`src/rtl/hcs_pkg.sv`:
```
// Package for the Hamiltonian cycle search unit: sizes, item types, queue entry.
// No dependencies.
package hcs_pkg;
	localparam int NV = 8;
	localparam int VW = 3;
	localparam int DW = 4;

	typedef struct packed {
		logic [2:0] row_index;
		logic [7:0] row_bits;
		logic       is_last_row;
	} in_item_t;

	typedef struct packed {
		logic       found;
		logic [2:0] vertex;
		logic       is_last;
	} out_item_t;

	// queue entry from front to back
	typedef struct packed {
		logic          wr_en;
		logic [VW-1:0] idx;
		logic [NV-1:0] bits;
		logic          go;
	} cmd_t;
endpackage

```
`src/rtl/hamiltonian_cycle_search_unit.sv`:
```
// Top level of the Hamiltonian cycle search unit.
// Depends on hcs_pkg, hcs_front, hcs_queue, hcs_back.
//
// Usage: present a row item on din with start high; it is taken at a rising
// edge where start is high and busy is low. Rows go into a two-entry queue
// and are stored by the back end one per cycle while it is idle. A row
// with is_last_row set launches a depth-first search from vertex 0; the
// search tests one candidate vertex per cycle against the stored
// adjacency row of the previous path vertex. Each path position tries
// candidates up to 7 and then backtracks, and each full path gets a
// closing edge check; a dense graph with no edge back to vertex 0 walks
// all 5040 orderings. Rows sent during a search wait in the queue; busy
// rises only when the queue is full.
// Results: done strobes for one cycle per result item on result. A found
// cycle gives NV+1 items on consecutive cycles (path then vertex 0, last
// marked); a miss gives one item with found=0. The receiver cannot stall.
// Reset (arst_n low) clears the queue, search state and path; the
// adjacency rows are not cleared and must be written before use.
module hamiltonian_cycle_search_unit import hcs_pkg::*; (
	input  logic      clk,
	input  logic      arst_n,
	input  logic      start,
	input  in_item_t  din,
	output logic      busy,
	output logic      done,
	output out_item_t result
);
	logic full, empty, push, pop;
	cmd_t wcmd, rcmd;

	hcs_front u_front (.start, .din, .full, .busy, .push, .cmd(wcmd));
	hcs_queue u_queue (.clk, .arst_n, .push, .wdata(wcmd), .pop, .full, .empty,
		.rdata(rcmd));
	hcs_back u_back (.clk, .arst_n, .empty, .cmd(rcmd), .pop, .done, .result);
endmodule

```
`src/rtl/hcs_front.sv`:
```
// Front part: accepts row items and classifies them into queue commands.
// Depends on hcs_pkg.
module hcs_front import hcs_pkg::*; (
	input  logic     start,
	input  in_item_t din,
	input  logic     full,
	output logic     busy,
	output logic     push,
	output cmd_t     cmd
);
	assign busy = full;
	assign push = start && !full;
	always_comb begin
		cmd.wr_en = ({1'b0, din.row_index} < (VW+1)'(NV));
		cmd.idx   = din.row_index;
		cmd.bits  = din.row_bits;
		cmd.go    = din.is_last_row;
	end
endmodule

```
`src/rtl/hcs_queue.sv`:
```
// Two-entry command queue between front and back.
// Depends on hcs_pkg.
module hcs_queue import hcs_pkg::*; (
	input  logic clk,
	input  logic arst_n,
	input  logic push,
	input  cmd_t wdata,
	input  logic pop,
	output logic full,
	output logic empty,
	output cmd_t rdata
);
	cmd_t       mem_q [2];
	logic       wp_q, rp_q;
	logic [1:0] cnt_q;
	assign full  = cnt_q == 2'd2;
	assign empty = cnt_q == 2'd0;
	assign rdata = mem_q[rp_q];
	always_ff @(posedge clk) begin
		if (push) mem_q[wp_q] <= wdata;
	end
	always_ff @(posedge clk or negedge arst_n) begin
		if (!arst_n) begin
			wp_q <= 1'b0; rp_q <= 1'b0; cnt_q <= 2'd0;
		end else begin
			if (push) wp_q <= ~wp_q;
			if (pop) rp_q <= ~rp_q;
			cnt_q <= cnt_q + 2'(push) - 2'(pop);
		end
	end
endmodule

```
`src/rtl/hcs_back.sv`:
```
// Back part: stores rows, runs the backtracking search one candidate a cycle,
// emits results. Depends on hcs_pkg.
module hcs_back import hcs_pkg::*; (
	input  logic      clk,
	input  logic      arst_n,
	input  logic      empty,
	input  cmd_t      cmd,
	output logic      pop,
	output logic      done,
	output out_item_t result
);
	typedef enum logic [4:0] {
		S_IDLE = 5'b00001, S_TRY = 5'b00010, S_CLOSE = 5'b00100,
		S_EMIT = 5'b01000, S_FAIL = 5'b10000
	} state_t;

	state_t         st_q;
	logic [NV-1:0]  adj_q [NV];
	logic [VW-1:0]  path_q [NV];
	logic [NV-1:0]  used_q;
	logic [DW-1:0]  pos_q;
	logic [VW:0]    cand_q;
	logic [DW-1:0]  oi_q;
	logic [NV-1:0]  prow;
	logic [VW-1:0]  cv, lastv;
	logic           ok;

	assign pop   = (st_q == S_IDLE) && !empty;
	assign prow  = adj_q[path_q[pos_q[VW-1:0] - VW'(1)]];
	assign cv    = cand_q[VW-1:0];
	assign ok    = prow[cv] && !used_q[cv];
	assign lastv = path_q[NV-1];

	always_ff @(posedge clk) begin
		if (pop && cmd.wr_en) adj_q[cmd.idx] <= cmd.bits;
	end

	always_ff @(posedge clk or negedge arst_n) begin
		if (!arst_n) begin
			st_q <= S_IDLE; used_q <= '0; pos_q <= '0; cand_q <= '0; oi_q <= '0;
			done <= 1'b0; result <= '0;
			for (int i = 0; i < NV; i++) path_q[i] <= '0;
		end else begin
			done <= 1'b0;
			case (st_q)
				S_IDLE: if (pop && cmd.go) begin
					path_q[0] <= '0; used_q <= NV'(1);
					pos_q <= DW'(1); cand_q <= (VW+1)'(1); st_q <= S_TRY;
				end
				S_TRY: begin
					if (cand_q < (VW+1)'(NV)) begin
						if (ok) begin
							path_q[pos_q[VW-1:0]] <= cv;
							used_q[cv] <= 1'b1;
							cand_q <= (VW+1)'(1);
							pos_q <= pos_q + DW'(1);
							if (pos_q == DW'(NV-1)) st_q <= S_CLOSE;
						end else cand_q <= cand_q + (VW+1)'(1);
					end else if (pos_q <= DW'(1)) begin
						st_q <= S_FAIL;
					end else begin
						// backtrack one level
						used_q[path_q[pos_q[VW-1:0] - VW'(1)]] <= 1'b0;
						cand_q <= {1'b0, path_q[pos_q[VW-1:0] - VW'(1)]} + (VW+1)'(1);
						pos_q <= pos_q - DW'(1);
					end
				end
				S_CLOSE: begin
					if (adj_q[lastv][0]) begin
						oi_q <= '0; st_q <= S_EMIT;
					end else begin
						used_q[lastv] <= 1'b0;
						cand_q <= {1'b0, lastv} + (VW+1)'(1);
						pos_q <= DW'(NV-1);
						st_q <= S_TRY;
					end
				end
				S_EMIT: begin
					done <= 1'b1;
					result.found <= 1'b1;
					result.vertex <= (oi_q == DW'(NV)) ? 3'(0) : 3'(path_q[oi_q[VW-1:0]]);
					result.is_last <= (oi_q == DW'(NV));
					oi_q <= oi_q + DW'(1);
					if (oi_q == DW'(NV)) st_q <= S_IDLE;
				end
				S_FAIL: begin
					done <= 1'b1; result <= '{found: 1'b0, vertex: 3'd0, is_last: 1'b1};
					st_q <= S_IDLE;
				end
				default: st_q <= S_IDLE;
			endcase
		end
	end
endmodule

```
`config.mk`:
```
export PLATFORM = sky130hd
export DESIGN_NAME = hamiltonian_cycle_search_unit
export DESIGN_NICKNAME = d
export VERILOG_FILES = /design/src/rtl/hcs_pkg.sv /design/src/rtl/hamiltonian_cycle_search_unit.sv /design/src/rtl/hcs_front.sv /design/src/rtl/hcs_queue.sv /design/src/rtl/hcs_back.sv
export SDC_FILE = /design/constraint.sdc
export NUM_CORES = 1
export LEC_CHECK = 0
export ABC_CLOCK_PERIOD_IN_PS = 6000
export BUFFER_PORTS_ARGS = -buffer_cell sky130_fd_sc_hd__buf_2
export CORE_MARGIN = 2
export CORE_UTILIZATION = 45
export CTS_BUF_LIST = sky130_fd_sc_hd__clkbuf_2
export DETAILED_ROUTE_END_ITERATION = 12
export GPL_TIMING_DRIVEN = 0
export SYNTH_ARGS = -nofsm -noshare
export SYNTH_HDL_FRONTEND = slang
export SYNTH_SLANG_ARGS = --single-unit
```
`constraint.sdc`:
```
create_clock -name clk -period 6 [get_ports clk]
set_input_delay 0.3 -clock clk [delete_from_list [all_inputs] [get_ports clk]]
set_output_delay 0.3 -clock clk [all_outputs]
set_load 0.1 [all_outputs]
```
==> metrics.md, run 1 <==
| Metric | Value |
|---|---|
| Status | finished, final reports clean |
| Hold WS | 0.136 ns |
| WP data required | 6.63 ns |
| Final setup vio count | 0 |
| GRT met1 Usage | 28.3% |
| Starting Density | 45.7% |
| IO buf count | 21 |
| Routed wire length | 17.8 mm |
| Leak | 3.12 nW |
| Area after DPL | 7560 um^2 |
| Area delta synth->final | 10.5% |
| Fin crit period | 5.44 ns |
| CP peak stage delay | 0.69 ns |
| Part of the cycle the worst path needs | 90.6% |
| Delay-heaviest family, CP | multiplexers |
| Vias per cell | 5.78 |
| Slew @ Worst Pin | 1.08 ns |
| Clock buffer depth | 2 |
| DPL Wire Length | 12.4 mm |
| Die area | 17000 um^2 |
| Post-synth top area share | 36.8% |
| Pre-antenna DRT Iters | 6 |
| Gp weighted congestion | 0.909 |
| Buf+Inv Stages, Crit Path | 5 |
| Clock-pin slew on the worst setup and hold paths | 0.25 ns |
| Rows | 46 |
| Met2 Resource Use GR | 37.1% |
| CTS Buf Count | 17 |
| Vias in the first global route | 4987 |
| Post-synthesis async set-or-reset flop share | 40.1% |
| Post-synth EDFFs | 88 |
| Cell Area, Synth | 7180 um^2 |
| Register-to-register setup slack | 0.56 ns |
| Main synth FF type | edfxtp_1 |
| Antenna violations before repair | 1 |
| Area contributors post-synth | edfxtp_1 (37%), dfrtp_1 (20%), mux2_2 (5.2%) |
| Fraction of layout cells with a size suffix above 1 | 18.2% |
| Clock skew | 0.0468 ns |
| FF-to-FF Start | u_back.pos_q[0] |
| Initial DRC count | 518 |
| #FFs+latches synth | 147 |
| DR WL/cell | 20.2 um |
| Cells on worst reg2reg path | 15 |
| Crit. End Element | flip-flop |
| Root Buffer | clkbuf_2 |
| Met3 track demand over resource | 4.63% |
| Max-cap violation count | 0 |
| Crit path depth | 15 |
| Syn Area/Cell | 12.0 um^2 |
| Reg2reg end | u_back.path_q[16] |
| DRC | 0 |
| Final net count | 676 |
| Worst vdd ir | 226 uV |
| Setup TNS Final | 0 ns |
| Yosys cell types | 65 |
| Post-synthesis cell count | 597 |
| CTS tree | yes |
| Top Usage Layer GRT | met2 |
| # Post-CTS Setup Buffers | 0 |
| Post-synthesis sequential area ratio | 57.4% |
| Slew headroom | 27.6% |
| YS warnings | 0 |
| Die Wd | 130 um |
| Slowest CP cell | nor4_1 |
| Worst path cell trace | buf_4 -> buf_2 -> inv_1 -> ha_1 -> clkbuf_1 -> mux4_2 -> mux2i_2 -> buf_2 -> a21oi_1 -> a2111oi_0 -> nor4_1 -> nand4_1 -> o211ai_2 -> nor4_1 -> mux2_2 |
| Overflow after GRT | 0 |
| Tot GR Track Use | 21.9% |
| Pins Over Slew Limit | 0 |
| # IOs | 22 |
| Commonest non-fill, non-tap cell in the layout | edfxtp_1 |
| Crit path DAT | 6.07 ns |
| Fmax | 184 MHz |
| Critical path type | flip-flop to flip-flop |
| Worst min path class | input pin to asynchronous set/reset pin |
| Largest net degree at the start of global routing | 60 |
| Core area | 15700 um^2 |
| Design Area, Final | 7940 um^2 |
| ANT nets after route | 0 |
| Syn nets | 622 |
| Most frequent cells in the layout | edfxtp_1 (88), nand2_1 (61), dfrtp_1 (58) |
| Clk_lat worst skew | 0.74 ns |
| Final hold vios | 0 |
| Global-route wire length before repair | 27.3 mm |
| CTS H-tree depth | 4 |
| CP Launch Type | flip-flop |
| Unrepaired setup endpoints after global routing | false |
| Leading area contributor after synthesis | edfxtp_1 |
| Via count | 5090 |
| Die Ht | 130 um |
| Power per Cell Area | 459 nW/um^2 |
| Clk sinks | 147 |
| Crit path max fanout | 10 |
-- timing repair --
action / CTS / global route
gates resized for setup: 0 / 0
endpoints found under the hold margin: 84 / 0
hold buffers: 14 / 0
-- area by class of cell --
class	instances	area (um^2)
Tap cell	216	270
Clock inverter	12	136
Inverter	29	109
Fill cell	1405	7770
Buffer	36	160
Multi-Input combinational cell	385	2790
Antenna cell	1	2.50
Sequential cell	147	4120
Timing Repair Buffer	35	248
Clock buffer	20	100
-- kinds of logic after synthesis --
| logic type | share of synthesized area [%] |
|---|---|
| compound gates | 11.2 |
| xor+xnor | 1.57 |
| fa+ha+maj | 1.74 |
| buf+inv | 3.75 |
| flops | 57.4 |
| mux | 13.3 |
| simple gates | 11.0 |
-- worst max-delay path by stage --
stage / to / slack [ns] / startpoint
6_report: u_back.path_q[16] / 0.56 / u_back.pos_q[0]
5_1_grt: u_back.path_q[14] / 0.28 / u_back.pos_q[0]
4_1_cts: u_back.path_q[16] / 0.59 / u_back.pos_q[0]
3_5_place_dp: u_back.path_q[16] / 0.63 / u_back.pos_q[0]
3_3_place_gp: u_back.path_q[17] / 0.70 / u_back.pos_q[0]
2_1_floorplan: u_back.path_q[18] / 1.85 / u_back.pos_q[0]
-- power breakdown --
part	internal (mW)	leakage, nW	switching [mW]
clock	0.198	0.141	0.369
combinational	0.533	1.39	1.14
sequential	1.32	1.59	0.0836
total	2.05	3.12	1.59
-- worst register-to-register path: stages (launching register included) --
cell and delay [ns]:
dfrtp_1 0.42, buf_4 0.23, buf_2 0.27, inv_1 0.13
ha_1 0.29, clkbuf_1 0.33, mux4_2 0.56, mux2i_2 0.45
buf_2 0.37, a21oi_1 0.07, a2111oi_0 0.57, nor4_1 0.11
nand4_1 0.23, o211ai_2 0.24, nor4_1 0.69, mux2_2 0.42
-- metrics by stage --
stage          instances  setup slack [ns]  util (%)  total power, mW
2_1_floorplan        597              1.85         -             2.59
3_3_place_gp         834             0.699      48.1             3.04
3_5_place_dp         834             0.627      48.1             3.07
4_1_cts              880             0.591      50.5             3.64
5_1_grt              881             0.281      50.5             3.85
6_report             881             0.563      50.5             3.64
-- registers in the layout (all words and copies together), names as in the netlist, 3 cells and up --
name,flops
u_back.cand_q,4
u_back.pos_q,4
u_back.path_q,21
u_back.lastv,3
u_back.result,5
u_queue.mem_q,24
u_back.used_q,8
u_back.adj_q,64
u_back.oi_q,4
u_back.st_q,5
-- synthesized netlist by cell type, drive strengths merged, types with 9 or more instances --
library cell	number
dfrtp	58
nand3	15
mux2i	38
nand2	61
nor3	14
nor2	39
edfxtp	88
clkbuf	25
inv	29
a21oi	22
ha	10
mux2	33
o21ai	25
mux4	9
a31oi	13
buf	11
-- metal layers --
metal  vias up  wire (um)
li1       2352          -
met1      2525       7770
met3        37        987
met5         -          0
met2       176       8610
met4         0        407
No activity file was read; power rests on OpenSTA's default activity.
==> run 2: changes to the inputs <==
--- a/config.mk
+++ b/config.mk
@@ -7,11 +7,15 @@
 export LEC_CHECK = 0
 export ABC_CLOCK_PERIOD_IN_PS = 6000
 export BUFFER_PORTS_ARGS = -buffer_cell sky130_fd_sc_hd__buf_2
-export CORE_MARGIN = 2
+export CELL_PAD_IN_SITES_DETAIL_PLACEMENT = 0
+export CELL_PAD_IN_SITES_GLOBAL_PLACEMENT = 1
+export CORE_MARGIN = 4
 export CORE_UTILIZATION = 45
 export CTS_BUF_LIST = sky130_fd_sc_hd__clkbuf_2
 export DETAILED_ROUTE_END_ITERATION = 12
 export GPL_TIMING_DRIVEN = 0
+export PLACE_DENSITY_LB_ADDON = 0.1
 export SYNTH_ARGS = -nofsm -noshare
 export SYNTH_HDL_FRONTEND = slang
+export SYNTH_HIERARCHICAL = 1
 export SYNTH_SLANG_ARGS = --single-unit
==> metrics.md, run 2 <==
| Metric | Value |
|---|---|
| Core area | 16100 um^2 |
| P_int | 1.96 mW |
| Setup TNS Final | 0 ns |
| Multi-input logic area | 2960 um^2 |
| Pins Over Slew Limit | 0 |
| Gp weighted congestion | 0.868 |
| Global-route wire length before repair | 28.2 mm |
| Root Buffer | clkbuf_2 |
| Slew headroom | 11.0% |
| Clk_lat worst skew | 0.71 ns |
| Largest net degree at the start of global routing | 60 |
| Status | finished, final reports clean |
| Via count | 4941 |
| Die Wd | 137 um |
| Critical path type | flip-flop to flip-flop |
| Design Area, Final | 8210 um^2 |
| Unrepaired setup endpoints after global routing | false |
| Max reg flops | 64 |
| Antenna violations before repair | 0 |
| CTS H-tree depth | 4 |
| Final net count | 654 |
| Syn nets | 612 |
| Vias per cell | 5.76 |
| Overflow after GRT | 0 |
| Commonest non-fill, non-tap cell in the layout | edfxtp_1 |
| Leak | 3.25 nW |
| Logic pwr share | 40.3% |
| Routed wire length | 17.8 mm |
| Most frequent cells in the layout | edfxtp_1 (90), dfrtp_1 (58), mux2i_1 (48) |
| Biggest regs | u_back/adj_q x64, u_queue/mem_q x26, u_back/path_q x21 |
| Rows | 46 |
| CP Launch Type | flip-flop |
| Post-synth EDFFs | 90 |
| Main synth FF type | edfxtp_1 |
| Fraction of layout cells with a size suffix above 1 | 22.0% |
| DRC | 0 |
| Clock-pin slew on the worst setup and hold paths | 0.25 ns |
| Fillers | 1431 |
| ANT nets after route | 0 |
| Leading area contributor after synthesis | edfxtp_1 |
| Post-synthesis sequential area ratio | 55.7% |
| Flip-flop and latch area | 4180 um^2 |
| Clock share of power | 17.6% |
| Starting Density | 46.6% |
| DPL Wire Length | 12.8 mm |
| Switching share of total power | 39.1% |
| Worst vdd ir | 191 uV |
| CTS tree | yes |
| Place WS | 1.03 ns |
| Post-synth top area share | 36.0% |
| # Post-CTS Setup Buffers | 0 |
| Largest Register | u_back/adj_q |
| DR WL/cell | 20.7 um |
| Tot GR Track Use | 20.2% |
| Sequential share of power | 42.1% |
| Area delta synth->final | 9.38% |
| Crit. End Element | flip-flop |
| Max-cap violation count | 0 |
| Dpl cells | 812 |
| Post-synthesis async set-or-reset flop share | 39.6% |
| Pre-antenna DRT Iters | 5 |
| Antenna Cells | 0 |
| #FFs+latches synth | 149 |
| Cell Area, Synth | 7510 um^2 |
| Area contributors post-synth | edfxtp_1 (36%), dfrtp_1 (19%), mux2i_1 (6.4%) |
| Final setup vio count | 0 |
| Most common cell in the synthesized netlist | edfxtp_1 |
| Finished Layout Cells | 858 |
| IO buf count | 9 |
| Fmax | 196 MHz |
| YS warnings | 6 |
| Fin crit period | 5.11 ns |
| # IOs | 22 |
| WP data required | 6.59 ns |
| Net switching power | 1.26 mW |
| Die Ht | 137 um |
| CTS Buf Count | 17 |
| Clk sinks | 149 |
| Final hold vios | 0 |
| Area after DPL | 7830 um^2 |
| Post-synth top cells | edfxtp_1 (90), dfrtp_1 (58), mux2i_1 (48) |
| Yosys cell types | 71 |
| Die area | 18800 um^2 |
| Clock skew | 0.0427 ns |
| Power per Cell Area | 391 nW/um^2 |
| Syn Area/Cell | 12.8 um^2 |
| Worst min path class | input pin to asynchronous set/reset pin |
| Initial DRC count | 358 |
| PnR worst setup slack | 0.889 ns |
| Vias in the first global route | 4960 |
| Slew @ Worst Pin | 1.33 ns |
| Part of the cycle the worst path needs | 85.2% |
| Crit path max fanout | 10 |
| Clock buffer depth | 2 |
| Crit path DAT | 5.70 ns |
| Post-synthesis cell count | 587 |
| Cells on worst reg2reg path | 15 |
[run 2: kinds of logic after synthesis]
kind of cell               share of synthesized area [%]
AOI/OAI and AO/OA                                   9.17
buffers and inverters                               5.00
muxes                                               16.6
adders and majority gates                           1.67
other                                             0.0499
xor gates and xnor gates                            1.37
and+or+nand+nor                                     10.5
DFF                                                 55.7
[run 2: what timing repair did]
| action | in CTS | in global routing |
|---|---|---|
| resized for setup | 0 | 0 |
| hold endpoints to repair | 84 | 0 |
| hold buffers | 14 | 0 |
[run 2: path summary, 6_finish.rpt]
kind	from	to	slack (ns)
max in group asynchronous	arst_n	u_back/lastv[0]	5.27
min in group clk	din[3]	u_queue/mem_q[1][3]	0.32
min reg2reg	u_queue/wp_q	u_queue/wp_q	0.51
min	arst_n	u_back/path_q[23]	0.19
max	u_back/pos_q[0]	u_back/path_q[7]	0.89
max reg2reg	u_back/pos_q[0]	u_back/path_q[7]	0.89
[run 2: final cells by class]
cell class	count	area share, %
Sequential cell	149	50.9
Multi-Input combinational cell	372	36.1
Buffer	49	3.79
Tap cell	216	3.29
Timing Repair Buffer	23	2.29
Clock inverter	15	1.84
Clock buffer	17	1.04
Inverter	17	0.777
[run 2: metrics by stage]
| stage | hold slack (ns) | util, % | power, mW |
|---|---|---|---|
| 2_1_floorplan | 0.00441 | - | 2.30 |
| 4_1_cts | 0.227 | 50.9 | 3.23 |
| 5_1_grt | 0.195 | 51.0 | 3.40 |
| 6_report | 0.190 | 51.0 | 3.21 |
| 3_5_place_dp | 0.475 | 48.6 | 2.66 |
| 3_3_place_gp | 0.467 | 48.5 | 2.63 |
[run 2: worst max-delay path, stage by stage (launching register included)]
cell and delay (ns):
dfrtp_1 0.43, buf_2 0.22, inv_2 0.13, ha_1 0.30
buf_4 0.15, buf_8 0.16, mux2i_1 0.31, mux2i_1 0.21
o211ai_1 0.59, inv_1 0.33, a2111oi_0 0.46, a32oi_1 0.14
nand4_1 0.20, o31ai_4 0.14, nor4_1 0.80, mux2_2 0.41
[run 2: metal layers]
| layer | track usage, % | share of wire (%) | wire length, um | up-vias |
|---|---|---|---|---|
| met3 | 3.54 | 4.3 | 769 | 32 |
| met1 | 27.3 | 45 | 8000 | 2453 |
| met4 | 7.82 | 2.5 | 438 | 0 |
| met2 | 32.5 | 48 | 8570 | 151 |
| met5 | 0 | 0 | 0 | - |
| li1 | - | - | - | 2305 |
[run 2: power by group through the flow]
stage / Clock (mW) / Sequential [mW] / Combinational, mW
after detailed placement: 0 / 1.38 / 1.28
after global routing: 0.632 / 1.37 / 1.41
final: 0.566 / 1.35 / 1.29
after global placement: 0 / 1.37 / 1.26
after CTS: 0.585 / 1.35 / 1.29
after floorplan: 0 / 1.35 / 0.944
